## config.mk

```make
export PLATFORM = sky130hd
export DESIGN_NAME = dsc_seq
export DESIGN_NICKNAME = d
export VERILOG_FILES = /design/src/sv/dsc_pkg.sv /design/src/sv/dsc_seq.sv
export SDC_FILE = /design/constraint.sdc
export NUM_CORES = 1
export LEC_CHECK = 0
export BUFFER_PORTS_ARGS = -buffer_cell sky130_fd_sc_hd__buf_2
export CORE_ASPECT_RATIO = 0.8
export CORE_UTILIZATION = 47
export CTS_CLUSTER_DIAMETER = 120
export DETAILED_ROUTE_END_ITERATION = 8
export PLACE_DENSITY = 0.62
export SETUP_SLACK_MARGIN = 0.1
export SLEW_MARGIN = 20
export SYNTH_ARGS = -nofsm -noshare
export SYNTH_HDL_FRONTEND = slang
export SYNTH_SLANG_ARGS = --single-unit
export TNS_END_PERCENT = 5
```

## constraint.sdc

```tcl
create_clock -name i_clk -period 4.7 [get_ports i_clk]
set_clock_uncertainty 0.2 [all_clocks]
set_input_delay 0.705 -clock i_clk [delete_from_list [all_inputs] [get_ports i_clk]]
set_output_delay 0.705 -clock i_clk [all_outputs]
set_load 0.05 [all_outputs]
```

## src/sv/dsc_pkg.sv

```systemverilog
package dsc_pkg;

    localparam int WORDS        = 64;
    localparam int MAX_WORD_LEN = 20;
    localparam int SYM_W        = 8;

    // word slot index, word count (holds WORDS itself), symbol position, word length
    localparam int WORD_IDX_W = (WORDS > 1) ? $clog2(WORDS) : 1;
    localparam int WORD_CNT_W = $clog2(WORDS + 1);
    localparam int POS_W      = (MAX_WORD_LEN > 1) ? $clog2(MAX_WORD_LEN) : 1;
    localparam int LEN_W      = $clog2(MAX_WORD_LEN + 1);

    typedef enum logic [1:0] {
        ACT_CLEAR = 2'd0,
        ACT_WORD  = 2'd1,
        ACT_TEXT  = 2'd2
    } t_action;

    typedef enum logic [1:0] {
        ST_IDLE,
        ST_RUN,
        ST_DONE
    } t_state;

    // one dictionary word travelling down the cell chain
    typedef struct packed {
        logic                  valid;
        logic                  last;
        logic [WORD_IDX_W-1:0] idx;
        logic [LEN_W-1:0]      len;
        logic                  match;
    } t_token;

    // symbol write into the column of one cell
    typedef struct packed {
        logic                  en;
        logic [POS_W-1:0]      pos;
        logic [WORD_IDX_W-1:0] addr;
        logic [SYM_W-1:0]      data;
    } t_wr;

endpackage

```

## src/sv/dsc_seq.sv

```systemverilog
module dsc_seq (
    input  logic                              i_clk,
    input  logic                              i_rst_n,
    input  logic                              i_clear,
    input  logic                              i_word,
    input  logic [dsc_pkg::SYM_W-1:0]         i_symbol,
    input  logic                              i_last,
    input  logic                              i_start,
    input  logic [dsc_pkg::MAX_WORD_LEN-1:0]  i_reach,
    output logic                              o_empty,
    output dsc_pkg::t_wr                      o_wr,
    output dsc_pkg::t_token                   o_tok
);
    import dsc_pkg::*;

    logic [LEN_W:0]          r_len_mem [WORDS];
    logic [LEN_W:0]          r_len_rd;
    logic [WORD_CNT_W-1:0]   r_word_count;
    logic [LEN_W-1:0]        r_load_pos;
    logic                    r_cur_inv;
    logic                    r_busy;
    logic [WORD_CNT_W-1:0]   r_issue;
    logic                    r_s1_valid;
    logic                    r_s1_last;
    logic [WORD_IDX_W-1:0]   r_s1_idx;

    logic                    w_room;
    logic                    w_fits;
    logic                    w_load;
    logic [LEN_W-1:0]        w_pos_next;
    logic                    w_inv;
    logic                    w_issue_last;
    logic [LEN_W-1:0]        w_len;
    logic [LEN_W-1:0]        w_lm1;

    assign w_room     = r_word_count < WORD_CNT_W'(WORDS);
    assign w_fits     = r_load_pos < LEN_W'(MAX_WORD_LEN);
    assign w_load     = i_word && w_room;
    assign w_pos_next = w_fits ? r_load_pos + LEN_W'(1) : r_load_pos;
    assign w_inv      = r_cur_inv || !w_fits;

    always_comb begin
        o_wr.en   = w_load && w_fits;
        o_wr.pos  = r_load_pos[POS_W-1:0];
        o_wr.addr = r_word_count[WORD_IDX_W-1:0];
        o_wr.data = i_symbol;
    end

    // dictionary bookkeeping
    always_ff @(posedge i_clk) begin
        if (!i_rst_n || i_clear) begin
            r_word_count <= '0;
            r_load_pos   <= '0;
            r_cur_inv    <= 1'b0;
        end else if (w_load) begin
            if (i_last) begin
                r_word_count <= r_word_count + WORD_CNT_W'(1);
                r_load_pos   <= '0;
                r_cur_inv    <= 1'b0;
            end else begin
                r_load_pos <= w_pos_next;
                r_cur_inv  <= w_inv;
            end
        end
    end

    // length and invalid flag per word
    always_ff @(posedge i_clk) begin
        if (w_load && i_last) begin
            r_len_mem[r_word_count[WORD_IDX_W-1:0]] <= {w_inv, w_pos_next};
        end
        r_len_rd <= r_len_mem[r_issue[WORD_IDX_W-1:0]];
    end

    assign w_issue_last = (r_issue + WORD_CNT_W'(1)) == r_word_count;

    // one stored word into the chain per cycle
    always_ff @(posedge i_clk) begin
        if (!i_rst_n) begin
            r_busy     <= 1'b0;
            r_issue    <= '0;
            r_s1_valid <= 1'b0;
            r_s1_last  <= 1'b0;
        end else begin
            r_s1_valid <= r_busy;
            r_s1_last  <= r_busy && w_issue_last;
            if (i_start) begin
                r_busy  <= 1'b1;
                r_issue <= '0;
            end else if (r_busy) begin
                r_issue <= r_issue + WORD_CNT_W'(1);
                if (w_issue_last) begin
                    r_busy <= 1'b0;
                end
            end
        end
    end

    always_ff @(posedge i_clk) begin
        r_s1_idx <= r_issue[WORD_IDX_W-1:0];
    end

    assign w_len = r_len_rd[LEN_W-1:0];
    assign w_lm1 = (w_len == '0) ? '0 : w_len - LEN_W'(1);

    // a word can only close here if the text before it was reachable
    always_comb begin
        o_tok.valid = r_s1_valid;
        o_tok.last  = r_s1_last;
        o_tok.idx   = r_s1_idx;
        o_tok.len   = w_len;
        o_tok.match = !r_len_rd[LEN_W] && (w_len != '0) && i_reach[w_lm1[POS_W-1:0]];
    end

    assign o_empty = r_word_count == '0;

endmodule

```

==> results.tsv, run 1 <==
stage	metric	value	unit
status	outcome	completed	
die	Starting Density	48.26	%
worst_setup_path	RR Endpoint	r_len_rd[1]$_DFF_P_	
route	DRT iter0 DRCs	941	
cts	Worst-Skew Late Latency	0.55	ns
route	met2 wire len	16.91	mm
cts	Post-CTS Setup Bufs	0	
die	Row Count	61	
route	wire length on met1	17.07	mm
sta	crit share post-route	90.75	%
worst_setup_path	crit start category	flop	
cts	Root Buffer	clkbuf_16	
synth	Synth async-reset ratio	0	%
pwr	Clk network pwr share	43.5	%
route	Routed WL	37.81	mm
cts	hold buffers post-CTS	0	
global_routing	GRT Total Usage	21.04	%
worst_setup_path	CP arrival	3.36	ns
route	Top Layer Used	met4	
cts	CTS tree	yes	
worst_setup_path	worst path bufs/invs	2	
cts	CTS buffer count	41	
sta	Worst-Margin Slew	1.102	ns
sta	RSZ-0062 raised after global routing	false	
global_routing	first-pass GRT wire length	56.94	mm
sta	final setup vio count	0	
synth	Synth Flop Type	edfxtp_1	
cts	clk sinks	419	
worst_setup_path	Reg2Reg Depth	7	
cells_and_area	layout net count	1042	
sta	Final min period	4.265	ns
cts	CTS resizes	0	
min_path	Hold Crit Class	primary input to flop	
worst_setup_path	Crit Path Class	flop to output pin	
placed_design	Buffers on Ports	52	
pwr	Gate power share	2.2	%
pwr	Leak	5.700	nW
route	Final ANT Viol Nets	0	
synth	Avg Cell Area, Syn	17.69	µm²
die	core area	35190	µm²
route	met3 wire len	3.121	mm
global_routing	initial antenna violation count	0	
route	# DRC	0	
worst_setup_path	critical path's top delay family	compound AO/OA/AOI/OAI gates	
sta	worst hold slack	0.2117	ns
synth	Netlist cell types	63	
worst_setup_path	r2r startpoint	r_issue[1]$_SDFFE_PP0P_	
synth	Syn Inst Count	960	
worst_setup_path	Setup crit start	r_len_rd[0]$_DFF_P_	
sta	Final Max Tran Viols	0	
sta	final setup margin	0.4349	ns
pwr	Internal Dissipation	5.938	mW
pwr	Sw Ratio	20.25	%
worst_setup_path	Critical-path top delay cell	dfxtp_1	
sta	slew margin rel.	26.53	%
cells_and_area	diode count	0	
synth	Seq cells post-synth	419	
worst_setup_path	crit end category	output pin	
synth	EDFF count, synth	384	
run	Max Cap Violations	0	
sta	fmax	0.2345	GHz
worst_setup_path	Max FO, Critical Path	14	
cts	clk slew on worst S/H paths	0.06	ns
die	Die W	214.5	µm
worst_setup_path	WP depth	9	
worst_setup_path	CP max stage delay	0.60	ns
sta	setup_tns	0	ns
pwr	Power Density	392.5	nW/µm²
placed_design	dpl hpwl	23.67	mm
synth	Yosys warnings	0	
placed_design	Final Wtd Congestion	0.8275	
route	routed vias	8874	
die	num ports	69	
synth	sequential share of the synthesized area	72.03	%
placed_design	pre-CTS setup slack	1.016	ns
min_path	HP Start	i_start	
route	WL/cell	25.09	µm
cts	CTS H-Tree Depth	2	
cells_and_area	filler cell count	2726	
cells_and_area	Layout area overhead	11.70	%
pwr	Reg power frac	54.3	%
die	Vert. Die Dim	172.0	µm
min_path	Hold Crit Depth	3	
cts	CTS Buffer Depth	3	
worst_setup_path	r2r setup slk	1.75	ns
synth	Net Count, Synth	999	
pwr	switching power	1.507	mW
worst_setup_path	CP required	3.80	ns
sta	Final Hold Viols	0	
min_path	worst hold endpoint	r_busy$_SDFF_PN0_	
global_routing	largest net degree at the start of global routing	66	
pwr	Max VDD drop	0.0002398	V
synth	Synth Cell Area	16980	µm²
die	die outline area	36900	µm²
global_routing	vias in the first global route	8843	
worst_setup_path	crit-path cells	inv_1 > ha_1 > mux2_2 > o22ai_1 > a211o_1 > a311oi_2 > o311a_1 > o22a_1 > buf_2	
route	via density per instance	5.889	
cells_and_area	layout cells sized above 1	24.25	%
route	Pre-Repair DR Iteration Count	5	
global_routing	total global routing overflow	0	
[logic make-up after synthesis]
logic type	after synthesis	share of synthesized area, %
buffers and inverters	79	2.557
flip-flops	419	72.03
AND/OR/NAND/NOR	225	6.123
AO/OA/AOI/OAI	87	3.618
adder cells (fa/ha/maj)	5	0.3684
multiplexers	126	14.32
XOR/XNOR	19	0.9800
[cell type report]
| cell class | count | area (µm²) | share of cell area, % |
|---|---|---|---|
| well taps | 472 | 590.6 | 3.113 |
| clock inverters | 24 | 217.7 | 1.148 |
| flip-flops and latches | 419 | 12240 | 64.54 |
| repair buffers | 72 | 422.9 | 2.230 |
| clock buffers | 51 | 1106 | 5.831 |
| multi-input cells | 462 | 4363 | 23.00 |
| inverters | 7 | 26.28 | 0.1385 |
[worst min-delay path, cell delays in order]
cell and delay [ns]:
buf_2 0.09, a21oi_1 0.03, nor2b_1 0.09
[flip-flops by register name, indices dropped and copies added (netlist names)]
| register | cells |
|---|---|
| r_busy | 1 |
| r_cur_inv | 1 |
| r_issue | 7 |
| r_len_mem | 384 |
| r_len_rd | 6 |
| r_load_pos | 5 |
| r_s1_idx | 6 |
| r_s1_last | 1 |
| r_s1_valid | 1 |
| r_word_count | 7 |
[power by group through the flow]
stage	combinational [mW]	sequential, mW	clock [mW]
2_1_floorplan	0.145	4.11	0
3_3_place_gp	0.163	4.13	0
3_5_place_dp	0.163	4.13	0
4_1_cts	0.164	4.05	3.29
5_1_grt	0.175	4.05	3.42
6_report	0.163	4.05	3.24
[cells in the final DEF, fill, tap and decap left out, types with 8 or more instances in the layout]
| cell | n |
|---|---|
| buf_4 | 19 |
| o22ai_1 | 8 |
| nand3_1 | 21 |
| clkbuf_16 | 43 |
| nor3_1 | 10 |
| a211oi_1 | 8 |
| o21ai_0 | 16 |
| nand2_1 | 34 |
| xor2_1 | 10 |
| nor2_1 | 111 |
| mux2i_1 | 27 |
| buf_2 | 52 |
| clkbuf_1 | 8 |
| mux4_2 | 93 |
| a22oi_1 | 8 |
| nand2b_1 | 8 |
| dfxtp_1 | 31 |
| a21oi_1 | 11 |
| edfxtp_1 | 384 |
[metrics by stage]
step	utilization, %	std cells	power [mW]	cell area [µm²]
2_1_floorplan	-	960	4.259	16980
3_3_place_gp	50.12	1432	4.289	17630
3_5_place_dp	50.15	1432	4.290	17640
4_1_cts	53.91	1507	7.504	18970
5_1_grt	53.91	1507	7.642	18970
6_report	53.91	1507	7.445	18970
[worst max-delay path by stage]
| stage | endpoint | slack [ns] |
|---|---|---|
| 2_1_floorplan | r_len_mem[0][2]$_DFFE_PP_ | 0.97 |
| 3_3_place_gp | o_tok[0] | 1.08 |
| 3_5_place_dp | o_tok[0] | 1.02 |
| 4_1_cts | o_tok[0] | 0.43 |
| 5_1_grt | o_tok[0] | 0.23 |
| 6_report | o_tok[0] | 0.43 |
[layer usage]
| layer | global-route usage (%) | vias up |
|---|---|---|
| met5 | 0 | - |
| li1 | - | 3879 |
| met4 | 5.652 | 0 |
| met3 | 4.468 | 56 |
| met2 | 31.66 | 380 |
| met1 | 31.26 | 4559 |
[Yosys cell counts, types with 2 or more instances]
cell type / instances / area (µm²)
o21ai_0: 16 / 80.08
nor3_1: 10 / 50.05
edfxtp_1: 384 / 11530
mux2_2: 6 / 67.56
o211ai_1: 3 / 22.52
or3_1: 7 / 43.79
xnor2_1: 8 / 70.07
nand4_1: 4 / 25.02
and2_1: 3 / 18.77
a211oi_1: 8 / 60.06
a21oi_1: 11 / 55.05
a31oi_1: 7 / 43.79
inv_1: 7 / 26.28
buf_2: 17 / 85.08
nand3b_1: 3 / 22.52
clkbuf_1: 21 / 78.83
o2111ai_1: 2 / 17.52
mux2i_1: 27 / 270.3
nor2_1: 111 / 416.7
or2b_2: 2 / 17.52
and3_1: 3 / 18.77
nor4b_1: 2 / 17.52
nand2_1: 34 / 127.6
dfxtp_1: 35 / 700.7
nand4b_1: 3 / 26.28
a22oi_1: 8 / 60.06
xor2_1: 11 / 96.34
o22ai_1: 8 / 50.05
nand3_1: 21 / 105.1
buf_1: 4 / 15.01
o221ai_1: 3 / 26.28
ha_1: 5 / 62.56
nand2b_1: 9 / 56.30
nor2b_1: 7 / 43.79
o31ai_1: 2 / 15.01
mux4_2: 93 / 2095
buf_4: 29 / 217.7
No activity file was read; power rests on OpenSTA's default activity.
==> run 2, diff against run 1 <==
HOLD_SLACK_MARGIN = 0.06   (was unset)
RECOVER_POWER = 100   (was unset)
==> run 2 against run 1 <==
The flow now finishes with violations (max-capacitance violations, max-slew violations); core utilization decreased by 0.29 points; worst setup slack got worse by 0.024 ns; register-to-register slack got worse by 1.3 ns; sequential share of layout area grew 0.31 points; maximum frequency down 0.55%; worst hold slack improved by 0.00066 ns; combinational power about the same; highest routed layer unchanged; die area did not move; first-iteration DRC count is 2.8% higher; critical endpoint unchanged; flip-flop and latch count unchanged; critical path depth is the same; clock power about the same.
==> results.tsv, run 2 (same netlist as run 1, synthesis figures left out) <==
stage	metric	value	unit	change
worst_setup_path	RR Endpoint	r_len_mem[32][0]$_DFFE_PP_		
placed_design	pre-CTS setup slack	1.016	ns	unchanged
die	Row Count	61		unchanged
route	Routed WL	37.79	mm	about the same
cells_and_area	FF+latch area	12240	µm²	about the same
cells_and_area	most frequent cells in the layout	edfxtp_1, nor2_1, mux4_2		
cells_and_area	filler cell count	2748		+0.81%
worst_setup_path	r2r startpoint	r_load_pos[2]$_SDFFE_PP0P_		
worst_setup_path	CP required	3.80	ns	about the same
cts	clk slew on worst S/H paths	0.06	ns	about the same
cells_and_area	Layout area overhead	11.10	%	
placed_design	dpl hpwl	23.67	mm	unchanged
cts	CTS Buffer Depth	3		unchanged
cells_and_area	max FFs per register	384		unchanged
route	Final ANT Viol Nets	0		unchanged
cts	clk sinks	419		unchanged
global_routing	vias in the first global route	8843		unchanged
global_routing	total global routing overflow	0		unchanged
worst_setup_path	r2r setup slk	0.50	ns	-1.25 ns
route	Pre-Repair DR Iteration Count	5		unchanged
global_routing	first-pass GRT wire length	56.94	mm	unchanged
worst_setup_path	Crit Path Class	flop to output pin		
cts	Worst-Skew Late Latency	0.55	ns	about the same
min_path	worst hold endpoint	r_busy$_SDFF_PN0_		
die	Die W	214.5	µm	unchanged
cells_and_area	diode count	0		unchanged
status	failing checks	max-capacitance violations, max-slew violations		
cts	CTS tree	yes		
cts	Root Buffer	clkbuf_16		
status	outcome	finished, violations left		
route	# DRC	0		unchanged
die	die outline area	36900	µm²	unchanged
pwr	Power Density	394.5	nW/µm²	+0.52%
route	DRT iter0 DRCs	967		+2.8%
sta	Worst-Margin Slew	2.068	ns	+0.9663 ns
global_routing	initial antenna violation count	0		unchanged
sta	RSZ-0062 raised after global routing	false		
sta	final setup margin	0.4112	ns	-0.02370 ns
min_path	Hold Crit Class	primary input to flop		
run	Max Cap Violations	5		+5
pwr	Max VDD drop	0.0002396	V	about the same
cts	CTS resizes	0		unchanged
worst_setup_path	CP arrival	3.38	ns	+0.02 ns
die	Vert. Die Dim	172.0	µm	unchanged
route	WL/cell	25.07	µm	about the same
sta	Final min period	4.289	ns	+0.02370 ns
global_routing	largest net degree at the start of global routing	66		unchanged
min_path	HP Start	i_start		
route	via density per instance	5.889		about the same
die	num ports	69		unchanged
worst_setup_path	Max FO, Critical Path	14		unchanged
min_path	Hold Crit Depth	3		unchanged
placed_design	Final Wtd Congestion	0.8275		unchanged
die	Starting Density	48.26	%	unchanged
sta	setup_tns	0	ns	unchanged
cells_and_area	layout net count	1042		unchanged
sta	slew margin rel.	-38.88	%	-65 points
global_routing	GRT Total Usage	21.04	%	unchanged
route	routed vias	8875		+0.011%
worst_setup_path	Reg2Reg Depth	3		-4
cts	Post-CTS Setup Bufs	0		unchanged
sta	final setup vio count	0		unchanged
cells_and_area	footprint of the multi-input gates	4325	µm²	-0.86%
pwr	Leak	5.562	nW	-2.4%
die	core area	35190	µm²	unchanged
cts	hold buffers post-CTS	0		unchanged
sta	crit share post-route	91.25	%	+0.50 points
placed_design	Buffers on Ports	52		unchanged
sta	Final Hold Viols	0		unchanged
worst_setup_path	crit end category	output pin		
sta	Final Max Tran Viols	166		+166
cts	CTS buffer count	41		unchanged
cells_and_area	layout cells sized above 1	20.68	%	-3.6 points
sta	fmax	0.2332	GHz	-0.55%
cells_and_area	most common cell after layout, fill and taps aside	edfxtp_1		
cts	CTS H-Tree Depth	2		unchanged
worst_setup_path	crit start category	flop		
## run 2: cell count changes in the layout (fill, tap and decap cells not counted), sizes merged
cell and delta:
clkbuf +35, buf -35
## run 2: layer usage
layer | up-vias | wire (µm) | GRT usage, % | share of wire, %
met4 | 0 | 690 | 5.652 | 1.8
met3 | 52 | 2971 | 4.468 | 7.9
li1 | 3881 | - | - | -
met1 | 4582 | 17220 | 31.26 | 46
met2 | 360 | 16910 | 31.66 | 45
met5 | - | 0 | 0 | 0
## run 2: worst max-delay path by stage
stage                          startpoint                         to  slack, ns
3_3_place_gp          r_len_rd[0]$_DFF_P_                   o_tok[0]       1.08
5_1_grt               r_len_rd[0]$_DFF_P_                   o_tok[0]       0.21
2_1_floorplan  r_load_pos[2]$_SDFFE_PP0P_  r_len_mem[0][2]$_DFFE_PP_       0.97
3_5_place_dp          r_len_rd[0]$_DFF_P_                   o_tok[0]       1.02
4_1_cts               r_len_rd[0]$_DFF_P_                   o_tok[0]       0.43
6_report              r_len_rd[0]$_DFF_P_                   o_tok[0]       0.41
## run 2: worst max-delay path: stages, from the launching register on
cell      delay [ns]
dfxtp_1         0.60
inv_1           0.18
ha_1            0.47
mux2_2          0.28
o22ai_1         0.07
a211o_1         0.32
a311oi_2        0.29
o311a_1         0.21
o22a_1          0.14
clkbuf_2        0.27
## run 2: area by class of cell
class	instances	area share [%]
Sequential cell	419	64.85
Inverter	7	0.1393
Clock inverter	24	1.154
Tap cell	472	3.130
Clock buffer	51	5.862
Timing Repair Buffer	72	1.936
Multi-Input combinational cell	462	22.93
## run 2: where the power goes
group	switching (mW)	internal (mW)	total (mW)
registers	0.0202	4.03	4.05
clock network	1.39	1.85	3.24
logic	0.101	0.0610	0.162
## run 2: through the flow
step | cells | instance area (µm²) | hold WS, ns | util, % | total power [mW]
4_1_cts | 1507 | 18970 | 0.1951 | 53.91 | 7.504
2_1_floorplan | 960 | 16980 | 0.1258 | - | 4.259
3_3_place_gp | 1432 | 17630 | 0.2565 | 50.12 | 4.289
5_1_grt | 1507 | 18870 | 0.2414 | 53.62 | 7.641
3_5_place_dp | 1432 | 17640 | 0.2651 | 50.15 | 4.290
6_report | 1507 | 18870 | 0.2123 | 53.62 | 7.444
==> run 3, diff against run 2 <==
ABC_AREA = 1   (was unset)
CORE_UTILIZATION = 25   (was 47)
PLACE_DENSITY = 0.38   (was 0.62)
==> run 3 against run 2 <==
The flow still finishes with violations (max-capacitance violations, max-slew violations); register-to-register slack improved by 0.04 ns; first-iteration DRC count increased by 12%; clock-buffer cell count increased by 10; combinational power increased to 3.5 times the previous value; sequential power about the same; maximum frequency increased by 3.0%; flip-flop and latch count unchanged; area after synthesis increased by 3.4%; cell area increased by 5.9%; core utilization decreased by 25 points; largest cell class unchanged; highest routed layer unchanged.
==> results.tsv, run 3 <==
stage	metric	value	unit	change
status	outcome	finished, violations left		
status	failing checks	max-capacitance violations, max-slew violations		
die	die outline area	71300	µm²	+93%
cts	CTS tree	yes		
route	Final ANT Viol Nets	0		unchanged
cts	CTS buffer count	47		+15%
die	num ports	69		unchanged
worst_setup_path	crit-path cells	clkbuf_2 > clkbuf_2 > o21ai_0 > o22ai_1 > o21ai_1 > o21ai_0 > nand3_1 > nand2_1		
cts	hold buffers post-CTS	0		unchanged
sta	Worst-Margin Slew	2.387	ns	+0.3187 ns
synth	Seq cells post-synth	419		unchanged
route	DRT iter0 DRCs	1080		+12%
worst_setup_path	crit start category	flop		
route	via density per instance	4.613		-22%
synth	Syn Inst Count	1588		+65%
die	Die W	298.3	µm	+39%
placed_design	Final Wtd Congestion	0.7750		-6.3%
cells_and_area	layout net count	1641		+57%
die	Starting Density	25.38	%	-23 points
worst_setup_path	CP required	5.01	ns	+1.21 ns
route	WL/cell	21.08	µm	-16%
pwr	Clk network pwr share	43.2	%	-0.3 points
cells_and_area	most common cell after layout, fill and taps aside	edfxtp_1		
synth	Netlist cell types	29		-54%
pwr	Max VDD drop	0.0002667	V	+11%
placed_design	dpl hpwl	32.18	mm	+36%
sta	fmax	0.2403	GHz	+3.0%
synth	area share of fa/ha/maj cells after synthesis	0.3563	%	-0.012 points
cts	Worst-Skew Late Latency	0.59	ns	+0.04 ns
sta	setup_tns	0	ns	unchanged
synth	Synth Flop Type	edfxtp_1		
global_routing	largest net degree at the start of global routing	177		+170%
global_routing	first-pass GRT wire length	79.50	mm	+40%
worst_setup_path	crit end category	flop		
die	Row Count	86		+41%
cts	Post-CTS Setup Bufs	0		unchanged
cells_and_area	max FFs per register	384		unchanged
synth	XOR/XNOR share of the synthesized area	0.6770	%	-0.30 points
pwr	Internal Dissipation	6.221	mW	+4.8%
global_routing	vias in the first global route	11770		+33%
cts	Root Buffer	clkbuf_16		
synth	mux share of post-synthesis cell area	0.06413	%	-14 points
worst_setup_path	CP arrival	4.47	ns	+1.09 ns
cells_and_area	Layout area overhead	13.75	%	
sta	slew margin rel.	-59.67	%	-21 points
synth	most frequent cell after synthesis	edfxtp_1		
global_routing	GRT Total Usage	15.13	%	-5.9 points
sta	RSZ-0062 raised after global routing	false		
min_path	Hold Crit Class	primary input to flop		
pwr	Power Density	408.6	nW/µm²	+3.6%
die	Vert. Die Dim	239.0	µm	+39%
global_routing	initial antenna violation count	2		+2
synth	Synth Area in Compound Gates	6.335	%	+2.7 points
run	Max Cap Violations	6		+1
sta	Final Max Tran Viols	317		+91%
sta	Final Hold Viols	0		unchanged
cts	clk slew on worst S/H paths	0.06	ns	about the same
route	routed vias	11820		+33%
pwr	Sw Ratio	23.77	%	+3.5 points
cts	CTS Buffer Depth	3		unchanged
synth	largest family of logic cells by synthesized area	simple AND/OR/NAND/NOR gates		
placed_design	Buffers on Ports	52		unchanged
synth	Synth top cells by count	edfxtp_1, nand2_1, nand3_1		
synth	Synth async-reset ratio	0	%	unchanged
synth	most area-hungry cell type in the Yosys netlist	edfxtp_1		
cells_and_area	most frequent cells in the layout	edfxtp_1, nand2_1, nand3_1		
worst_setup_path	CP max stage delay	1.46	ns	+0.86 ns
synth	Synth Cell Area	17560	µm²	+3.4%
sta	crit share post-route	88.55	%	-2.7 points
sta	Final min period	4.162	ns	-0.1269 ns
route	Routed WL	54.03	mm	+43%
synth	EDFF count, synth	384		unchanged
worst_setup_path	Critical-path top delay cell	clkbuf_2		
die	core area	69190	µm²	+97%
synth	top post-synthesis cells by area	edfxtp_1, nand2_1, nand3_1		
worst_setup_path	Crit Path Class	flop to flop		
synth	area share of the largest cell type after synthesis	65.67	%	-2.2 points
cts	CTS resizes	0		unchanged
global_routing	total global routing overflow	0		unchanged
pwr	Reg power frac	49.8	%	-4.6 points
cts	clk sinks	419		unchanged
synth	simple-gate share of the synthesized area	17.85	%	+12 points
worst_setup_path	Max FO, Critical Path	87		+73
pwr	Leak	7.084	nW	+27%
synth	Avg Cell Area, Syn	11.06	µm²	-37%
sta	final setup vio count	0		unchanged
pwr	switching power	1.940	mW	+29%
pwr	total power draw	8.162	mW	+9.6%
cells_and_area	layout cells sized above 1	7.077	%	-14 points
pwr	Gate power share	7.0	%	+4.8 points
route	Pre-Repair DR Iteration Count	5		unchanged
cells_and_area	diode count	0		unchanged
synth	sequential share of the synthesized area	69.66	%	-2.4 points
synth	Net Count, Synth	1627		+63%
cts	CTS H-Tree Depth	2		unchanged
synth	Yosys warnings	0		unchanged
route	# DRC	0		unchanged
[run 3: per-layer routing]
metal,GRT usage (%),wire length (µm)
met3,3.253,3498
met4,3.263,750
met2,22.06,22400
met1,22.71,27390
met5,0,0
[run 3: power by group through the flow]
stage	sequential [mW]	clock (mW)	combinational [mW]
after global placement	4.14	0	0.579
after CTS	4.07	3.62	0.577
after global routing	4.07	3.77	0.628
after floorplan	4.14	0	0.427
after detailed placement	4.14	0	0.575
final	4.07	3.53	0.568
[run 3: path summary, 6_finish.rpt]
path	from	end	slack (ns)	depth (start not counted)
worst max register to register	r_issue[1]$_SDFFE_PP0P_	r_len_rd[2]$_DFF_P_	0.54	8
worst min register to register	r_issue[3]$_SDFFE_PP0P_	r_s1_idx[3]$_DFF_P_	0.24	0
worst max-delay path	r_issue[1]$_SDFFE_PP0P_	r_len_rd[2]$_DFF_P_	0.54	8
worst min-delay path	i_start	r_busy$_SDFF_PN0_	0.13	3
[run 3: cells by family (layout without fill, tap and decap cells)]
group	count (synthesis)	in the layout
and+or+nand+nor	758	758
DFF	419	419
AOI/OAI and AO/OA	212	212
buffers and inverters	181	232
xor gates and xnor gates	12	12
adders and majority gates	5	5
muxes	1	1
[run 3: per-stage QoR]
stage                     cell area [µm²]  hold slack, ns  cells  utilization [%]  setup WS (ns)
after floorplan                     17560          0.1258   1588                -         0.1012
after global placement              18650          0.2281   2477            26.96          1.264
after detailed placement            18650          0.2212   2477            26.96          1.244
final                               19970          0.1303   2563            28.87         0.5381
after global routing                19970          0.1109   2563            28.87         0.2240
after CTS                           20100         0.09500   2563            29.05         0.7350
[run 3: area by class of cell]
type / count / area (µm²)
Fill cell: 7172 / 49220
Sequential cell: 419 / 12240
Clock inverter: 25 / 200.2
Multi-Input combinational cell: 988 / 4456
Timing Repair Buffer: 74 / 399.1
Tap cell: 924 / 1156
Clock buffer: 61 / 1249
Inverter: 72 / 272.8
[run 3: worst max-delay path: cells and delay by family (launching register included)]
kind / cells / cell delay [ns]
flops: 1 / 0.34
simple gates: 2 / 0.24
compound gates: 4 / 0.95
buf+inv: 2 / 2.31
